--- src/sv/pose_chain_composer_top_macros.svh ---
// Assertion macros used by the pose chain composer controller.
// Depends on nothing; a module that uses the macros has clk and arst_n in scope.
`ifndef POSE_CHAIN_COMPOSER_TOP_MACROS_SVH
`define POSE_CHAIN_COMPOSER_TOP_MACROS_SVH

// Consequent must hold in the same cycle as the antecedent.
`define PCC_ASSERT_NOW(label, ante, cons, msg) \
	label: assert property (@(posedge clk) disable iff (!arst_n) (ante) |-> (cons)) \
		else $error(msg);

// Consequent must hold in the cycle after the antecedent.
`define PCC_ASSERT_NEXT(label, ante, cons, msg) \
	label: assert property (@(posedge clk) disable iff (!arst_n) (ante) |=> (cons)) \
		else $error(msg);

`endif

--- src/sv/pcc_pkg.sv ---
// Shared types and constants of the pose chain composer.
// Used by the controller, the datapath and the top level; depends on nothing.
package pcc_pkg;

	// Quaternion fraction bits (Q1.14) and the shift that undoes a rotation.
	localparam int QUAT_FRAC = 14;
	localparam int ROT_SHIFT = 2 * QUAT_FRAC;

	// Controller states: idle, one per step of the multiply schedule, rounding and output.
	typedef enum logic [3:0] {
		ST_IDLE,
		ST_TA,
		ST_TB,
		ST_Q1,
		ST_CA,
		ST_CB,
		ST_CC,
		ST_Q2,
		ST_Q3,
		ST_RND,
		ST_OUT
	} state_t;

	// Operand group fed to the four shared multipliers.
	typedef enum logic [3:0] {
		MG_NONE,
		MG_TA,
		MG_TB,
		MG_Q1,
		MG_CA,
		MG_CB,
		MG_CC,
		MG_Q2,
		MG_Q3
	} mul_grp_t;

	// Accumulation applied to the products registered in the previous cycle.
	typedef enum logic [3:0] {
		PO_NONE,
		PO_TA,
		PO_TB,
		PO_Q1,
		PO_CA,
		PO_CB,
		PO_CC,
		PO_Q2,
		PO_Q3
	} post_op_t;

	// Commands from the controller to the datapath.
	typedef struct packed {
		logic     load;
		mul_grp_t mul_grp;
		post_op_t post_op;
		logic     pos_round;
		logic     pos_add;
		logic     finish;
	} dp_cmd_t;

endpackage

--- src/sv/pcc_ctrl.sv ---
// Controller of the pose chain composer: schedule state machine and output valid.
// Depends on pcc_pkg and pose_chain_composer_top_macros.svh.
`include "pose_chain_composer_top_macros.svh"

module pcc_ctrl (
	input  logic              clk,
	input  logic              arst_n,
	input  logic              in_valid,
	output logic              in_ready,
	output logic              out_valid,
	input  logic              out_ready,
	output pcc_pkg::dp_cmd_t  cmd
);
	import pcc_pkg::*;

	state_t state_q;
	state_t state_d;
	logic   out_valid_q;
	logic   accept;
	logic   slot_free;

	assign in_ready  = (state_q == ST_IDLE);
	assign accept    = in_valid && in_ready;
	assign out_valid = out_valid_q;
	assign slot_free = !out_valid_q || out_ready;

	// State and output valid registers.
	always_ff @(posedge clk or negedge arst_n) begin
		if (!arst_n) begin
			state_q     <= ST_IDLE;
			out_valid_q <= 1'b0;
		end else begin
			state_q     <= state_d;
			out_valid_q <= cmd.finish || (out_valid_q && !out_ready);
		end
	end

	// Next state: a fixed walk through the schedule, waiting at the end for a free slot.
	always_comb begin
		state_d = state_q;
		unique case (state_q)
			ST_IDLE: if (accept) begin
				state_d = ST_TA;
			end
			ST_TA:  state_d = ST_TB;
			ST_TB:  state_d = ST_Q1;
			ST_Q1:  state_d = ST_CA;
			ST_CA:  state_d = ST_CB;
			ST_CB:  state_d = ST_CC;
			ST_CC:  state_d = ST_Q2;
			ST_Q2:  state_d = ST_Q3;
			ST_Q3:  state_d = ST_RND;
			ST_RND: state_d = ST_OUT;
			ST_OUT: if (slot_free) begin
				state_d = ST_IDLE;
			end
			default: state_d = ST_IDLE;
		endcase
	end

	// Datapath commands for each state.
	always_comb begin
		cmd.load      = 1'b0;
		cmd.mul_grp   = MG_NONE;
		cmd.post_op   = PO_NONE;
		cmd.pos_round = 1'b0;
		cmd.pos_add   = 1'b0;
		cmd.finish    = 1'b0;
		unique case (state_q)
			ST_IDLE: cmd.load = accept;
			ST_TA:   cmd.mul_grp = MG_TA;
			ST_TB: begin
				cmd.mul_grp = MG_TB;
				cmd.post_op = PO_TA;
			end
			ST_Q1: begin
				cmd.mul_grp = MG_Q1;
				cmd.post_op = PO_TB;
			end
			ST_CA: begin
				cmd.mul_grp = MG_CA;
				cmd.post_op = PO_Q1;
			end
			ST_CB: begin
				cmd.mul_grp = MG_CB;
				cmd.post_op = PO_CA;
			end
			ST_CC: begin
				cmd.mul_grp = MG_CC;
				cmd.post_op = PO_CB;
			end
			ST_Q2: begin
				cmd.mul_grp = MG_Q2;
				cmd.post_op = PO_CC;
			end
			ST_Q3: begin
				cmd.mul_grp   = MG_Q3;
				cmd.post_op   = PO_Q2;
				cmd.pos_round = 1'b1;
			end
			ST_RND: begin
				cmd.post_op = PO_Q3;
				cmd.pos_add = 1'b1;
			end
			ST_OUT:  cmd.finish = slot_free;
			default: cmd.load = 1'b0;
		endcase
	end

	// An accepted item always starts the schedule in the next cycle.
	`PCC_ASSERT_NEXT(a_accept_starts, accept, state_q == ST_TA,
		"accepted item did not start the schedule")
	// A result is written only into a free or draining output register.
	`PCC_ASSERT_NOW(a_finish_slot_free, cmd.finish, slot_free,
		"result written over an untaken result")
	// Every finished item shows up as a valid result.
	`PCC_ASSERT_NEXT(a_finish_valid, cmd.finish, out_valid_q,
		"finished item not presented")
	// A blocked final step keeps waiting instead of dropping the item.
	`PCC_ASSERT_NEXT(a_wait_holds, state_q == ST_OUT && !slot_free, state_q == ST_OUT,
		"final step left while output was blocked")

endmodule

--- config.mk ---
export PLATFORM = sky130hd
export DESIGN_NAME = pcc_ctrl
export DESIGN_NICKNAME = d
export VERILOG_FILES = /design/src/sv/pcc_pkg.sv /design/src/sv/pcc_ctrl.sv
export VERILOG_INCLUDE_DIRS = /design/src /design/src/sv
export SDC_FILE = /design/constraint.sdc
export NUM_CORES = 1
export LEC_CHECK = 0
export BUFFER_PORTS_ARGS = -buffer_cell sky130_fd_sc_hd__buf_2
export CORE_AREA = 2 2 39 41
export CTS_CLUSTER_SIZE = 12
export DETAILED_ROUTE_END_ITERATION = 10
export DIE_AREA = 0 0 41 43
export GPL_ROUTABILITY_DRIVEN = 0
export PLACE_DENSITY = 0.58
export SETUP_SLACK_MARGIN = 0.5
export SYNTH_ARGS = -nofsm -noshare
export SYNTH_HDL_FRONTEND = slang
export SYNTH_SLANG_ARGS = --single-unit
--- constraint.sdc ---
create_clock -name clk -period 3.2 [get_ports clk]
set_input_delay 0.32 -clock clk [delete_from_list [all_inputs] [get_ports clk]]
set_output_delay 0.32 -clock clk [all_outputs]
set_load 0.01 [all_outputs]
* After elaboration in Yosys (flattened, before gate mapping)
Cells that the tools add are included.
** Operators by class
- Equality and inequality tests :: 12
- Multiplexer cells :: 9
- Reductions and logical operators :: 8
** Operator list (number)
- $pmux 4 s8 :: 2
- $pmux 4 s11 :: 1
- $eq 4x3->1 const B :: 4
- $eq 4x4->1 const B :: 3
- $eq 4x2->1 const B :: 2
- $mux 4 :: 2
- $eq 4x1->1 const B :: 1
- $logic_not 4->1 :: 1
- $mux 1 :: 4
- $logic_and 1x1->1 :: 2
- $logic_not 1->1 :: 2
- $logic_or 1x1->1 :: 2
- $ne 2x1->1 const B :: 1
- $ne 2x2->1 const B :: 1
- $reduce_and 2->1 :: 1
** Storage, ports and cells
- Output and inout bits :: 14
- Register bits :: 5
- Word-level logic and storage cells :: 31

* Logic depth before layout (Yosys ltp)
- Word-level depth :: 4
- Gate-level depth with buffers :: 3
- Mapped depth without buffers :: 2

* Least setup slack after synthesis
No wires, ideal clock.
- Kind :: register -> output
- Start point :: register state_q[1]
- End point :: output port cmd[11] (netlist bit)
- Path slack :: 1.832 ns
- Arrival :: 1.048 ns
- Path buffers :: 0
- Stages on the path, launching flop included :: 3
- Data required time :: 2.880 ns
- Path through :: dfrtp_1 > nor4_2 > and2_1
** RTL lines
- start, declared :: line pcc_ctrl.sv:16 : state_t state_q;
- start signal, assigned :: line pcc_ctrl.sv:33 : state_q <= state_d;
- end, declared :: line pcc_ctrl.sv:12 : output pcc_pkg::dp_cmd_t cmd

==> out/results.txt <==
die footprint = 1760 sq um
Post-Synthesis Cells = 43
crit share post-route = 55.3%
largest area contributor in the netlist = dfrtp_1
part of the power in registers = 35.4%
r2r worst-path depth = 2
routed vias = 368
Comb pwr share = 52.1%
GR Overflow Total = 0
drt wl/cell = 10.2 um
layout cells sized above 1 = 41.0%
aggregate routed wire length = 787 um
LEAKAGE = 0.253 nW
Layout fillers = 151
Distinct cells, synth = 28
CP cell instances = or2b_1 > nor3_1 > buf_2
largest fanout on the critical path = 17
Clock Power Share = 12.5%
DR iter-0 viols = 0
hold endpoint = state_q[0]
count of final hold-check violations = 0
Hold Crit Depth = 3
Worst VDD drop = 0.406 mV
die height = 43 um
worst relative slew slack = 65.4%
initial antenna violation count = 0
final instance area = 527 sq um
CTS tree = built
diode count = 0
Slew Limit Fails = 0
Yosys top cell area share = 29.3%
Hold WC Path Type = primary input to flop
yosys warns = 0
synthesis-stage register bit count = 5
core box area = 1380 sq um
cell family with most CP delay = flip-flops
Crit-path slowest cell = dfrtp_1
Mapped Area = 427 sq um
Vias/cell = 4.78
drc violations = 0
minimum clock period = 1.77 ns
Power Total = 0.564 mW
Port Buffers = 17
kind of critical path = flop to primary output
Routed Antenna Nets = 0
worst-case clock buffer depth = 2
utilization after layout = 38.1%
final setup skew = 0.00200 ns
non-filler cells, final = 77
H-tree levels = 1
Hold Slack = 0.388 ns
FF-to-FF End = state_q[3]
reg2reg setup slack = 1.95 ns
initial core utilization = 30.8%
GRT Overall Usage = 10.4%
dpl cell area = 490 sq um
CP Launch Type = flop
sequential fraction of the synthesis area = 29.3%
NumNets Final = 66
CP bufs+invs = 1
Switch Pwr = 0.263 mW
syn_nets = 47
CTS buffer count = 3
first-pass GRT wire length = 1240 um
Final HPWL DP = 595 um
Max Fclk = 565 MHz
TNS Setup = 0 ns
post-CTS sizing = 0
status = finished, final reports clean
vias in the first global route = 303
placed insts = 72
Final setup viols = 0
TritonRoute pass-1 iters = 1
clk sink count = 5
synth top area cells = dfrtp_1 (29%), buf_6 (7.9%), nor4b_2 (7.0%), nor3_1 (5.9%), a22o_1 (4.1%)
CP peak stage delay = 0.62 ns
crit path DAT = 1.45 ns
Sw Share = 46.6%
Power per Cell Area = 1070 nW/um^2
Die X = 41 um
Worst Path Required = 2.88 ns
hold path start = in_valid
I/O pins = 18
# rows = 14
internal power = 0.302 mW
Post-Syn Area per Cell = 9.92 sq um
worst-margin pin slew = 0.519 ns
root buffer cell = clkbuf_4
pin count of the biggest net entering global routing = 18
Worst-path clk slew = 0.04 ns
Setup WS post-layout = 1.43 ns
P&R area growth vs syn = 23.5%
dpl ws = 1.68 ns
RSZ-0062 raised after global routing = no
Clk Latency, worst-skew pair = 0.24 ns
worst r2r src = state_q[0]
CP endpoint kind = primary output
number of max-cap violations = 0
state kept, by name, indices dropped and copies added, names as in the netlist:
register,cells
state_q,4
out_valid,1
timing repair:
action | in CTS | in global routing
hold endpoints to repair | 5 | 0
buffers inserted | 0 | 0
hold buffers | 1 | 0
layout by cell type (no fill, tap or decap), types with 2 or more instances in the layout:
master and n:
dfrtp_1 5, buf_2 17, or3b_1 2, nor4b_2 2
nor3_1 5, nor2_1 2, clkbuf_4 3, a22o_1 2
and2b_1 2
worst max-delay path by stage:
stage / depth (start not counted) / slack, ns / to / from
floorplan: 2 / 1.83 / cmd[11] / state_q[1]
global placement: 3 / 1.69 / cmd[4] / state_q[3]
detailed placement: 3 / 1.68 / cmd[4] / state_q[3]
CTS: 3 / 1.42 / cmd[6] / state_q[3]
global route: 3 / 1.26 / cmd[1] / state_q[3]
finish: 3 / 1.43 / cmd[6] / state_q[3]
metal layers:
metal  up-vias  GRT usage [%]  wire length (um)
met2         7           13.8               380
met5         -              0                 0
met4         0           8.00                 0
met1       165           14.6               381
met3         0           1.57                25
li1        196              -                 -
power by group through the flow:
stage / Combinational (mW) / Sequential (mW) / Clock [mW]
floorplan: 0.303 / 0.135 / 0
global placement: 0.299 / 0.200 / 0
detailed placement: 0.300 / 0.201 / 0
CTS: 0.301 / 0.200 / 0.0747
global route: 0.334 / 0.215 / 0.0787
finish: 0.294 / 0.200 / 0.0706
cell type report:
cell class                      count  area (sq um)  share of cell area (%)
Tap cell                           16          20.0                    3.80
Timing Repair Buffer               18          95.1                    18.1
Sequential cell                     5           125                    23.8
Inverter                            1          3.75                   0.713
Clock buffer                        4          26.3                    4.99
Multi-Input combinational cell     33           256                    48.7
Yosys cell counts, drive strengths merged:
library cell / number
and2: 1
or2b: 1
nor2b: 1
and2b: 2
a311oi: 1
o211ai: 1
xor2: 1
or3b: 2
a21bo: 1
dfrtp: 5
nand2: 1
nand2b: 1
a21oi: 1
a22o: 2
nor3: 5
o21a: 1
nand3b: 1
nand4b: 1
a21o: 1
nor4: 2
inv: 1
nor2: 2
buf: 4
nand4bb: 1
or2: 1
nor4b: 2
kinds of logic after synthesis:
family                 after synthesis  share of synthesized area, %
XOR/XNOR                             1                          2.05
AND/OR/NAND/NOR                     24                          41.6
buffers and inverters                5                          10.6
flip-flops                           5                          29.3
AO/OA/AOI/OAI                        8                          16.4
worst min-delay path, stage by stage:
cell	delay, ns
buf_2	0.08
nor4_1	0.04
nor3_1	0.12
No activity file was read; power rests on OpenSTA's default activity.
